### config.mk
export PLATFORM = sky130hd
export DESIGN_NAME = modular_dot_product_accumulate_flat
export DESIGN_NICKNAME = d
export VERILOG_FILES = /design/src/rtl/mdpa_pkg.sv /design/src/rtl/mdpa_if.sv /design/src/rtl/mdpa_ctrl.sv /design/src/rtl/mdpa_dp.sv /design/src/rtl/modular_dot_product_accumulate.sv /design/src/flat_wrapper.sv
export SDC_FILE = /design/constraint.sdc
export NUM_CORES = 2
export LEC_CHECK = 0
export BUFFER_PORTS_ARGS = -buffer_cell sky130_fd_sc_hd__buf_2
export CELL_PAD_IN_SITES_DETAIL_PLACEMENT = 2
export CELL_PAD_IN_SITES_GLOBAL_PLACEMENT = 2
export CORE_MARGIN = 2
export CORE_UTILIZATION = 46
export DETAILED_ROUTE_END_ITERATION = 7
export GPL_TIMING_DRIVEN = 0
export HOLD_SLACK_MARGIN = 0.05
export PLACE_DENSITY_LB_ADDON = 0.1
export SETUP_SLACK_MARGIN = 0.05
export SYNTH_ARGS = -nofsm -noshare
export SYNTH_HDL_FRONTEND = slang
export SYNTH_SLANG_ARGS = --single-unit
### constraint.sdc
create_clock -name i_clk -period 22.4 [get_ports i_clk]
set_clock_uncertainty 0.05 [all_clocks]
set_input_delay 2.24 -clock i_clk [delete_from_list [all_inputs] [get_ports i_clk]]
set_output_delay 2.24 -clock i_clk [all_outputs]
set_load 0.02 [all_outputs]
### src/rtl/mdpa_pkg.sv
// ----------------------------------------------------------------------------
// mdpa_pkg
// Shared widths, prime constants and controller/datapath command types for
// the modular dot-product accumulator.
// ----------------------------------------------------------------------------
package mdpa_pkg;

    // field widths
    localparam int unsigned VAL_W     = 30;          // operands, residues, sum
    localparam int unsigned PROD_W    = 2 * VAL_W;   // full product a*b
    localparam int unsigned MUL_W     = 31;          // shared multiplier operand
    localparam int unsigned MUL_P_W   = 2 * MUL_W;   // shared multiplier product
    localparam int unsigned RED_W     = 32;          // Barrett remainder, below 3q
    localparam int unsigned SHIFT_IN  = 29;
    localparam int unsigned SHIFT_OUT = 31;

    // moduli and Barrett constants, mu = floor(2^60 / q)
    localparam logic [VAL_W-1:0] PRIME_A = 30'd1073738753;
    localparam logic [VAL_W-1:0] PRIME_B = 30'd1073732609;
    localparam logic [MUL_W-1:0] MU_A    = 31'd1073744895;
    localparam logic [MUL_W-1:0] MU_B    = 31'd1073751039;

    // command from controller to datapath, one step per field
    typedef struct packed {
        logic load;   // capture term, form a*b
        logic mul2;   // form (x >> 29) * mu
        logic mul3;   // form qhat * q
        logic red;    // subtract and correct
        logic acc;    // add into sum, emit on last term
    } t_dp_cmd;

    // status from datapath to controller
    typedef struct packed {
        logic last;       // term in flight closes the dot product
        logic out_busy;   // result register full and not taken this cycle
    } t_dp_sts;

    function automatic logic [VAL_W-1:0] prime_q(input logic sel);
        return sel ? PRIME_B : PRIME_A;
    endfunction

    function automatic logic [MUL_W-1:0] prime_mu(input logic sel);
        return sel ? MU_B : MU_A;
    endfunction

endpackage

### src/rtl/mdpa_if.sv
// ----------------------------------------------------------------------------
// mdpa_if
// Valid/ready channels of the modular dot-product accumulator: one term
// channel in, one result channel out.
// ----------------------------------------------------------------------------
interface mdpa_term_if import mdpa_pkg::*; ();
    logic             valid;
    logic             ready;
    logic [VAL_W-1:0] row_value;
    logic [VAL_W-1:0] weight_value;
    logic             last_term;

    modport source (output valid, output row_value, output weight_value,
                    output last_term, input ready);
    modport sink   (input valid, input row_value, input weight_value,
                    input last_term, output ready);
endinterface

interface mdpa_result_if import mdpa_pkg::*; ();
    logic             valid;
    logic             ready;
    logic [VAL_W-1:0] dot_result;

    modport source (output valid, output dot_result, input ready);
    modport sink   (input valid, input dot_result, output ready);
endinterface

### src/rtl/mdpa_ctrl.sv
// ----------------------------------------------------------------------------
// mdpa_ctrl
// Sequencer: steps each term through the three passes of the shared
// multiplier, the reduction and the accumulate.
// ----------------------------------------------------------------------------
module mdpa_ctrl import mdpa_pkg::*; (
    input  logic    i_clk,
    input  logic    i_rst_n,
    input  logic    i_in_valid,
    output logic    o_in_ready,
    input  t_dp_sts i_sts,
    output t_dp_cmd o_cmd
);

    typedef enum logic [2:0] {
        S_IDLE,
        S_MUL2,
        S_MUL3,
        S_RED,
        S_ACC
    } t_state;

    t_state r_state;
    t_state n_state;
    logic   acc_done;
    logic   xfer;

    // a closing term waits while the result register is still full
    assign acc_done   = !(i_sts.last && i_sts.out_busy);
    assign o_in_ready = (r_state == S_IDLE) || ((r_state == S_ACC) && acc_done);
    assign xfer       = i_in_valid && o_in_ready;

    always_comb begin
        o_cmd.load = xfer;
        o_cmd.mul2 = (r_state == S_MUL2);
        o_cmd.mul3 = (r_state == S_MUL3);
        o_cmd.red  = (r_state == S_RED);
        o_cmd.acc  = (r_state == S_ACC) && acc_done;
    end

    always_comb begin
        n_state = r_state;
        unique case (r_state)
            S_IDLE: begin
                if (xfer) n_state = S_MUL2;
            end
            S_MUL2: n_state = S_MUL3;
            S_MUL3: n_state = S_RED;
            S_RED:  n_state = S_ACC;
            S_ACC: begin
                if (acc_done) n_state = xfer ? S_MUL2 : S_IDLE;
            end
            default: n_state = S_IDLE;
        endcase
    end

    always_ff @(posedge i_clk) begin
        if (!i_rst_n) begin
            r_state <= S_IDLE;
        end else begin
            r_state <= n_state;
        end
    end

    a_xfer_starts: assert property (@(posedge i_clk) disable iff (!i_rst_n)
        xfer |=> (r_state == S_MUL2))
        else $error("accepted term did not enter second multiply pass");

    a_acc_holds: assert property (@(posedge i_clk) disable iff (!i_rst_n)
        ((r_state == S_ACC) && !acc_done) |=> (r_state == S_ACC))
        else $error("stalled accumulate step left before result was taken");

    a_mul_shared: assert property (@(posedge i_clk) disable iff (!i_rst_n)
        o_cmd.load |-> !(o_cmd.mul2 || o_cmd.mul3 || o_cmd.red))
        else $error("multiplier claimed by load while a term is in flight");

endmodule

### src/rtl/mdpa_dp.sv
// ----------------------------------------------------------------------------
// mdpa_dp
// Datapath: shared 31x31 multiplier, Barrett correction, modular accumulator,
// prime select register and result register.
// ----------------------------------------------------------------------------
module mdpa_dp import mdpa_pkg::*; (
    input  logic             i_clk,
    input  logic             i_rst_n,
    input  logic             i_cfg_we,
    input  logic             i_cfg_wdata,
    input  logic [VAL_W-1:0] i_row_value,
    input  logic [VAL_W-1:0] i_weight_value,
    input  logic             i_last_term,
    input  logic             i_out_ready,
    output logic             o_out_valid,
    output logic [VAL_W-1:0] o_dot_result,
    input  t_dp_cmd          i_cmd,
    output t_dp_sts          o_sts
);

    logic               r_prime_sel;
    logic [VAL_W-1:0]   r_sum;
    logic               r_out_valid;
    logic [VAL_W-1:0]   r_out_data;
    logic [PROD_W-1:0]  r_x;
    logic [MUL_P_W-1:0] r_m;
    logic [VAL_W-1:0]   r_red;
    logic               r_last;

    logic [VAL_W-1:0]   q;
    logic [MUL_W-1:0]   mu;
    logic [MUL_W-1:0]   mul_a;
    logic [MUL_W-1:0]   mul_b;
    logic [MUL_P_W-1:0] mul_p;
    logic [RED_W-1:0]   red_r;
    logic [RED_W-1:0]   red_v;
    logic [RED_W-1:0]   q1;
    logic [RED_W-1:0]   q2;
    logic [VAL_W:0]     acc_s;
    logic [VAL_W:0]     acc_v;

    assign q  = prime_q(r_prime_sel);
    assign mu = prime_mu(r_prime_sel);

    // one multiplier, three passes per term
    always_comb begin
        mul_a = '0;
        mul_b = '0;
        if (i_cmd.load) begin
            mul_a = {1'b0, i_row_value};
            mul_b = {1'b0, i_weight_value};
        end else if (i_cmd.mul2) begin
            mul_a = r_x[SHIFT_IN +: MUL_W];
            mul_b = mu;
        end else if (i_cmd.mul3) begin
            mul_a = r_m[SHIFT_OUT +: MUL_W];
            mul_b = {1'b0, q};
        end
    end

    assign mul_p = mul_a * mul_b;

    // remainder is below 3q, so low 32 bits carry it exactly
    assign q1    = {{(RED_W-VAL_W){1'b0}}, q};
    assign q2    = {{(RED_W-VAL_W-1){1'b0}}, q, 1'b0};
    assign red_r = r_x[RED_W-1:0] - r_m[RED_W-1:0];

    always_comb begin
        if (red_r >= q2) begin
            red_v = red_r - q2;
        end else if (red_r >= q1) begin
            red_v = red_r - q1;
        end else begin
            red_v = red_r;
        end
    end

    assign acc_s = {1'b0, r_sum} + {1'b0, r_red};
    assign acc_v = (acc_s >= {1'b0, q}) ? (acc_s - {1'b0, q}) : acc_s;

    always_ff @(posedge i_clk) begin
        if (!i_rst_n) begin
            r_prime_sel <= 1'b0;
            r_sum       <= '0;
            r_out_valid <= 1'b0;
        end else begin
            if (i_cfg_we) r_prime_sel <= i_cfg_wdata;
            if (i_cmd.acc) r_sum <= r_last ? '0 : acc_v[VAL_W-1:0];
            if (i_cmd.acc && r_last) begin
                r_out_valid <= 1'b1;
            end else if (i_out_ready) begin
                r_out_valid <= 1'b0;
            end
        end
    end

    always_ff @(posedge i_clk) begin
        if (i_cmd.load) begin
            r_x    <= mul_p[PROD_W-1:0];
            r_last <= i_last_term;
        end
        if (i_cmd.mul2 || i_cmd.mul3) r_m <= mul_p;
        if (i_cmd.red) r_red <= red_v[VAL_W-1:0];
        if (i_cmd.acc && r_last) r_out_data <= acc_v[VAL_W-1:0];
    end

    assign o_out_valid   = r_out_valid;
    assign o_dot_result  = r_out_data;
    assign o_sts.last     = r_last;
    assign o_sts.out_busy = r_out_valid && !i_out_ready;

    a_result_source: assert property (@(posedge i_clk) disable iff (!i_rst_n)
        $rose(r_out_valid) |-> $past(i_cmd.acc && r_last))
        else $error("result appeared without a closing accumulate");

endmodule

### src/rtl/modular_dot_product_accumulate.sv
// ----------------------------------------------------------------------------
// modular_dot_product_accumulate
// Dot product of 30-bit residues modulo a selectable prime: each term is
// multiplied, Barrett-reduced and added to a running sum modulo q.
// ----------------------------------------------------------------------------
//
//   channel   dir  signals                                 transfer
//   i_term    in   row_value, weight_value, last_term      valid && ready
//   o_result  out  dot_result                              valid && ready
//   i_cfg     in   i_cfg_we, i_cfg_wdata (prime_select)    i_cfg_we
//
// Sequence: a term runs from its transfer through a*b, (x>>29)*mu, qhat*q,
//   correction and accumulate; the next term transfers in the accumulate
//   step, so a new term is taken only when the previous one reaches that step,
//   a pace set by the three passes through the one shared 31x31 multiplier and
//   the correction step.
// Reset: synchronous, active low; clears the sum, prime select and result valid.
// Stalls: the result register holds until taken; a closing term whose result
//   register is still full waits in the accumulate step and holds off i_term.
// ----------------------------------------------------------------------------
module modular_dot_product_accumulate import mdpa_pkg::*; (
    input  logic          i_clk,
    input  logic          i_rst_n,
    input  logic          i_cfg_we,
    input  logic          i_cfg_wdata,
    mdpa_term_if.sink     i_term,
    mdpa_result_if.source o_result
);

    t_dp_cmd cmd;
    t_dp_sts sts;

    // sequence the shared multiplier and the accumulate step
    mdpa_ctrl u_ctrl (
        .i_clk      (i_clk),
        .i_rst_n    (i_rst_n),
        .i_in_valid (i_term.valid),
        .o_in_ready (i_term.ready),
        .i_sts      (sts),
        .o_cmd      (cmd)
    );

    // arithmetic, sum, prime select and result register
    mdpa_dp u_dp (
        .i_clk          (i_clk),
        .i_rst_n        (i_rst_n),
        .i_cfg_we       (i_cfg_we),
        .i_cfg_wdata    (i_cfg_wdata),
        .i_row_value    (i_term.row_value),
        .i_weight_value (i_term.weight_value),
        .i_last_term    (i_term.last_term),
        .i_out_ready    (o_result.ready),
        .o_out_valid    (o_result.valid),
        .o_dot_result   (o_result.dot_result),
        .i_cmd          (cmd),
        .o_sts          (sts)
    );

endmodule
### src/flat_wrapper.sv
// flat-port wrapper written by rule: the top's interface ports become plain ports
module modular_dot_product_accumulate_flat import mdpa_pkg::*;
  (i_clk, i_rst_n, i_cfg_we, i_cfg_wdata, i_term_valid, i_term_row_value, i_term_weight_value, i_term_last_term, i_term_ready, o_result_valid, o_result_dot_result, o_result_ready);
  mdpa_term_if i_term_i ();
  mdpa_result_if o_result_i ();
  input  logic i_clk;
  input  logic i_rst_n;
  input  logic i_cfg_we;
  input  logic i_cfg_wdata;
  input wire logic [$bits(i_term_i.valid)-1:0] i_term_valid;
  input wire logic [$bits(i_term_i.row_value)-1:0] i_term_row_value;
  input wire logic [$bits(i_term_i.weight_value)-1:0] i_term_weight_value;
  input wire logic [$bits(i_term_i.last_term)-1:0] i_term_last_term;
  output wire logic [$bits(i_term_i.ready)-1:0] i_term_ready;
  output wire logic [$bits(o_result_i.valid)-1:0] o_result_valid;
  output wire logic [$bits(o_result_i.dot_result)-1:0] o_result_dot_result;
  input wire logic [$bits(o_result_i.ready)-1:0] o_result_ready;
  assign i_term_i.valid = i_term_valid;
  assign i_term_i.row_value = i_term_row_value;
  assign i_term_i.weight_value = i_term_weight_value;
  assign i_term_i.last_term = i_term_last_term;
  assign i_term_ready = i_term_i.ready;
  assign o_result_valid = o_result_i.valid;
  assign o_result_dot_result = o_result_i.dot_result;
  assign o_result_i.ready = o_result_ready;
  modular_dot_product_accumulate u_core (.i_clk(i_clk), .i_rst_n(i_rst_n), .i_cfg_we(i_cfg_we), .i_cfg_wdata(i_cfg_wdata), .i_term(i_term_i), .o_result(o_result_i));
endmodule
==> parameters.txt <==
Parameter                              Value

Yosys
  Number of warnings printed during yosys synthesis    0
  Syn nets    around 6000
  Post-synth EDFFs    between 150 and 200
  Flip-flop and latch count after synthesis    218
  Syn Inst Count    ~4800
  Number of library cell types mapped by synthesis    96
  Fraction of synthesis flops using an asynchronous set or reset pin    0
  Seq/Total Area, Yosys    0.1419
  Most used DFF post-synth    sky130_fd_sc_hd__edfxtp_1
  Total standard cell area after synthesis    roughly 44000 um^2
  Mean area per synthesized cell    slightly above 9 um^2

Status
  Run status    finished, violations left
  Violations in the final reports    max-capacitance violations, max-slew violations

Floorplan
  Count of boundary I/O pins    between 90 and 100
  Die span in y    312.1 um
  Total die area    a little under 100000 um^2
  Horiz. Die Dim    approximately 310 um
  Std cell rows    between 100 and 150
  Initial Utilization    0.4616
  Core area    ~95000 um^2

STA
  Period utilization    0.6889
  Period minus WS final    15.43 ns
  Post-Route Setup TNS    0 ns
  Final-report hold violation count    0
  Slew of the pin with the lowest slew margin    approximately 1.6 ns
  Final max-slew violation count    26
  Endpoints failing setup    0
  Worst slew margin    -0.05846
  Highest clock rate    64.80 MHz
  Unrepaired setup endpoints after global routing    false

Clock network
  Root Buffer Master    sky130_fd_sc_hd__clkbuf_16
  Number of H-tree levels    1
  Clock tree from TritonCTS    yes
  Buffer count from post-CTS setup fixing    0
  Number of resized instances in the post-cts repair step    0
  Number of buffers on the longest clock path    3
  Hold buffer count at CTS    0
  Clock Pin Slew Worst Setup and Hold Paths    ~0.06 ns
  Clock Latency Late Sink    approximately 0.6 ns
  Clock buffer count from CTS    27
  Number of clock sinks    approximately 220

Setup path
  Data arrival time of the critical path    about 16 ns
  Critical path startpoint category    input port
  Required time at the worst-slack endpoint    about 23 ns
  Critical path's slowest cell    sky130_fd_sc_hd__a221oi_1
  Crit path kind    input port to flop
  Reg2reg path depth    31
  Worst stage delay on the critical path    a little under 0.9 ns
  Capturing element type of the critical path    flop
  Maximum fanout along the worst path    10
  Dominant cell type by count on the critical path    sky130_fd_sc_hd__fa_1

Route
  Final routed wirelength across all metal layers    202800 um
  Iteration-0 DRC count of the detailed router    between 3000 and 4000
  Vias per cell    ~6.1
  Routed vias    around 38000
  DRC violations left    0
  Count of antenna-violating nets left after detailed routing    0
  DR pass1 iterations    7
  Wirelength per Cell    32.60 um

Finish
  Net count reported at finish    about 6000
  Layout Area Growth over Synthesis    7.293%
  Share of cells above drive strength 1    0.04706

Hold path
  Min-Delay Path Class    flop to flop
  Hold Path Cell Cnt    1

Global route
  Number of antenna violations at the first check in global routing    11
  Overall Global Routing Usage    0.4170
  Global route overflow    0
  Via count of the first global-routing pass    between 40000 and 50000
  Wire length of the first global-routing pass    294900 um
  Maximum number of pins on one net before global-route repair    50

Run
  Max-capacitance violation count    3

Placed design
  Hpwl dp    between 150000 and 200000 um
  Count of port buffers added during placement    98
  Gpl congestion    ~1.0
-- per-layer routing --
layer | GRT usage | wire length [um] | part of all wire
met5 | 0 | 75 | 0.00037
met4 | 0.2792 | 16300 | 0.080
met3 | 0.07412 | 16820 | 0.083
met2 | 0.6921 | 95520 | 0.47
met1 | 0.4974 | 74050 | 0.37
-- synth_stat cells (20+ instances only) --
library cell	number	area share
sky130_fd_sc_hd__o211ai_1	22	0.0038
sky130_fd_sc_hd__a21o_1	88	0.015
sky130_fd_sc_hd__clkbuf_1	191	0.016
sky130_fd_sc_hd__edfxtp_1	183	0.13
sky130_fd_sc_hd__dfxtp_1	35	0.016
sky130_fd_sc_hd__nand3_1	53	0.0061
sky130_fd_sc_hd__a31oi_1	20	0.0029
sky130_fd_sc_hd__nor2_1	565	0.049
sky130_fd_sc_hd__nand4_1	30	0.0043
sky130_fd_sc_hd__o21bai_1	20	0.0034
sky130_fd_sc_hd__a22o_1	31	0.0062
sky130_fd_sc_hd__xor2_1	50	0.010
sky130_fd_sc_hd__nor3_1	35	0.0040
sky130_fd_sc_hd__and2_1	52	0.0075
sky130_fd_sc_hd__o21ai_0	68	0.0078
sky130_fd_sc_hd__inv_1	865	0.074
sky130_fd_sc_hd__and3_1	32	0.0046
sky130_fd_sc_hd__ha_1	329	0.094
sky130_fd_sc_hd__fa_1	839	0.38
sky130_fd_sc_hd__nand2_1	615	0.053
sky130_fd_sc_hd__nand2b_1	26	0.0037
sky130_fd_sc_hd__xnor2_1	101	0.020
sky130_fd_sc_hd__a21oi_1	182	0.021
sky130_fd_sc_hd__nor2b_1	36	0.0052
sky130_fd_sc_hd__o22ai_1	20	0.0029
-- final timing paths --
kind                                            start                    end  slack (ns)
worst min register to register  u_core.u_dp.r_sum[12]  u_core.u_dp.r_sum[12]        0.44
worst max register to register     u_core.u_dp.r_last    u_core.u_dp.r_x[57]        8.23
worst max-delay path                   o_result_ready    u_core.u_dp.r_x[57]        6.97
worst min-delay path            u_core.u_dp.r_sum[12]  u_core.u_dp.r_sum[12]        0.44
-- layout make-up --
type / instances / area, um^2
flip-flops and latches: 218 / 6196
well taps: 1265 / 1583
fillers: 10258 / 47740
multi-input cells: 3486 / 33370
inverters: 866 / 3253
clock inverters: 12 / 132.6
plain buffers: 225 / 908.4
repair buffers: 106 / 605.6
clock buffers: 38 / 788.3
diodes: 3 / 7.507
-- layout by cell type, fill, tap and decap left out, types with 101 or more instances in the layout --
cell type / n
sky130_fd_sc_hd__ha_1: 329
sky130_fd_sc_hd__nand2_1: 615
sky130_fd_sc_hd__a21oi_1: 179
sky130_fd_sc_hd__inv_1: 864
sky130_fd_sc_hd__clkbuf_1: 195
sky130_fd_sc_hd__xnor2_1: 101
sky130_fd_sc_hd__edfxtp_1: 183
sky130_fd_sc_hd__buf_2: 113
sky130_fd_sc_hd__fa_1: 839
sky130_fd_sc_hd__nor2_1: 565
-- sequential cells by signal, indices dropped and copies added (netlist names) --
register / cells
u_core.u_dp.r_prime_sel: 1
u_core.u_dp.r_red: 30
u_core.u_dp.o_dot_result: 30
u_core.u_dp.r_last: 1
u_core.u_dp.o_out_valid: 1
u_core.u_dp.r_sum: 30
u_core.u_ctrl.r_state: 3
u_core.u_dp.r_x: 60
u_core.u_dp.r_m: 62
-- stage by stage --
step           cells  utilization  worst slack [ns]  area [um^2]  hold slack (ns)
2_1_floorplan   4795            -             9.518        43660           0.3990
3_3_place_gp    6158       0.4835             4.624        45740           0.4177
6_report        6219       0.4953             6.968        46850           0.4378
4_1_cts         6216       0.4951             7.443        46830           0.4374
5_1_grt         6216       0.4952             7.067        46840           0.4640
3_5_place_dp    6166       0.4854             6.950        45910           0.4204
-- critical path, delay by kind of cell --
kind,cells,cell delay (ns)
xor gates and xnor gates,1,0.45
adders and majority gates,9,4.51
and+or+nand+nor,4,0.86
buffers and inverters,7,2.66
AOI/OAI and AO/OA,12,4.94
-- logic make-up after synthesis --
kind of cell,Yosys count,synth area share
AND/OR/NAND/NOR,1531,0.1526
adder cells (fa/ha/maj),1168,0.4790
buffers and inverters,1091,0.09517
AO/OA/AOI/OAI,625,0.09846
flip-flops,218,0.1419
XOR/XNOR,151,0.03029
multiplexers,11,0.002608
Power is left out: the tool's default activity adds up to more than one toggle a clock period on the data nets, which glitch-free logic cannot reach.
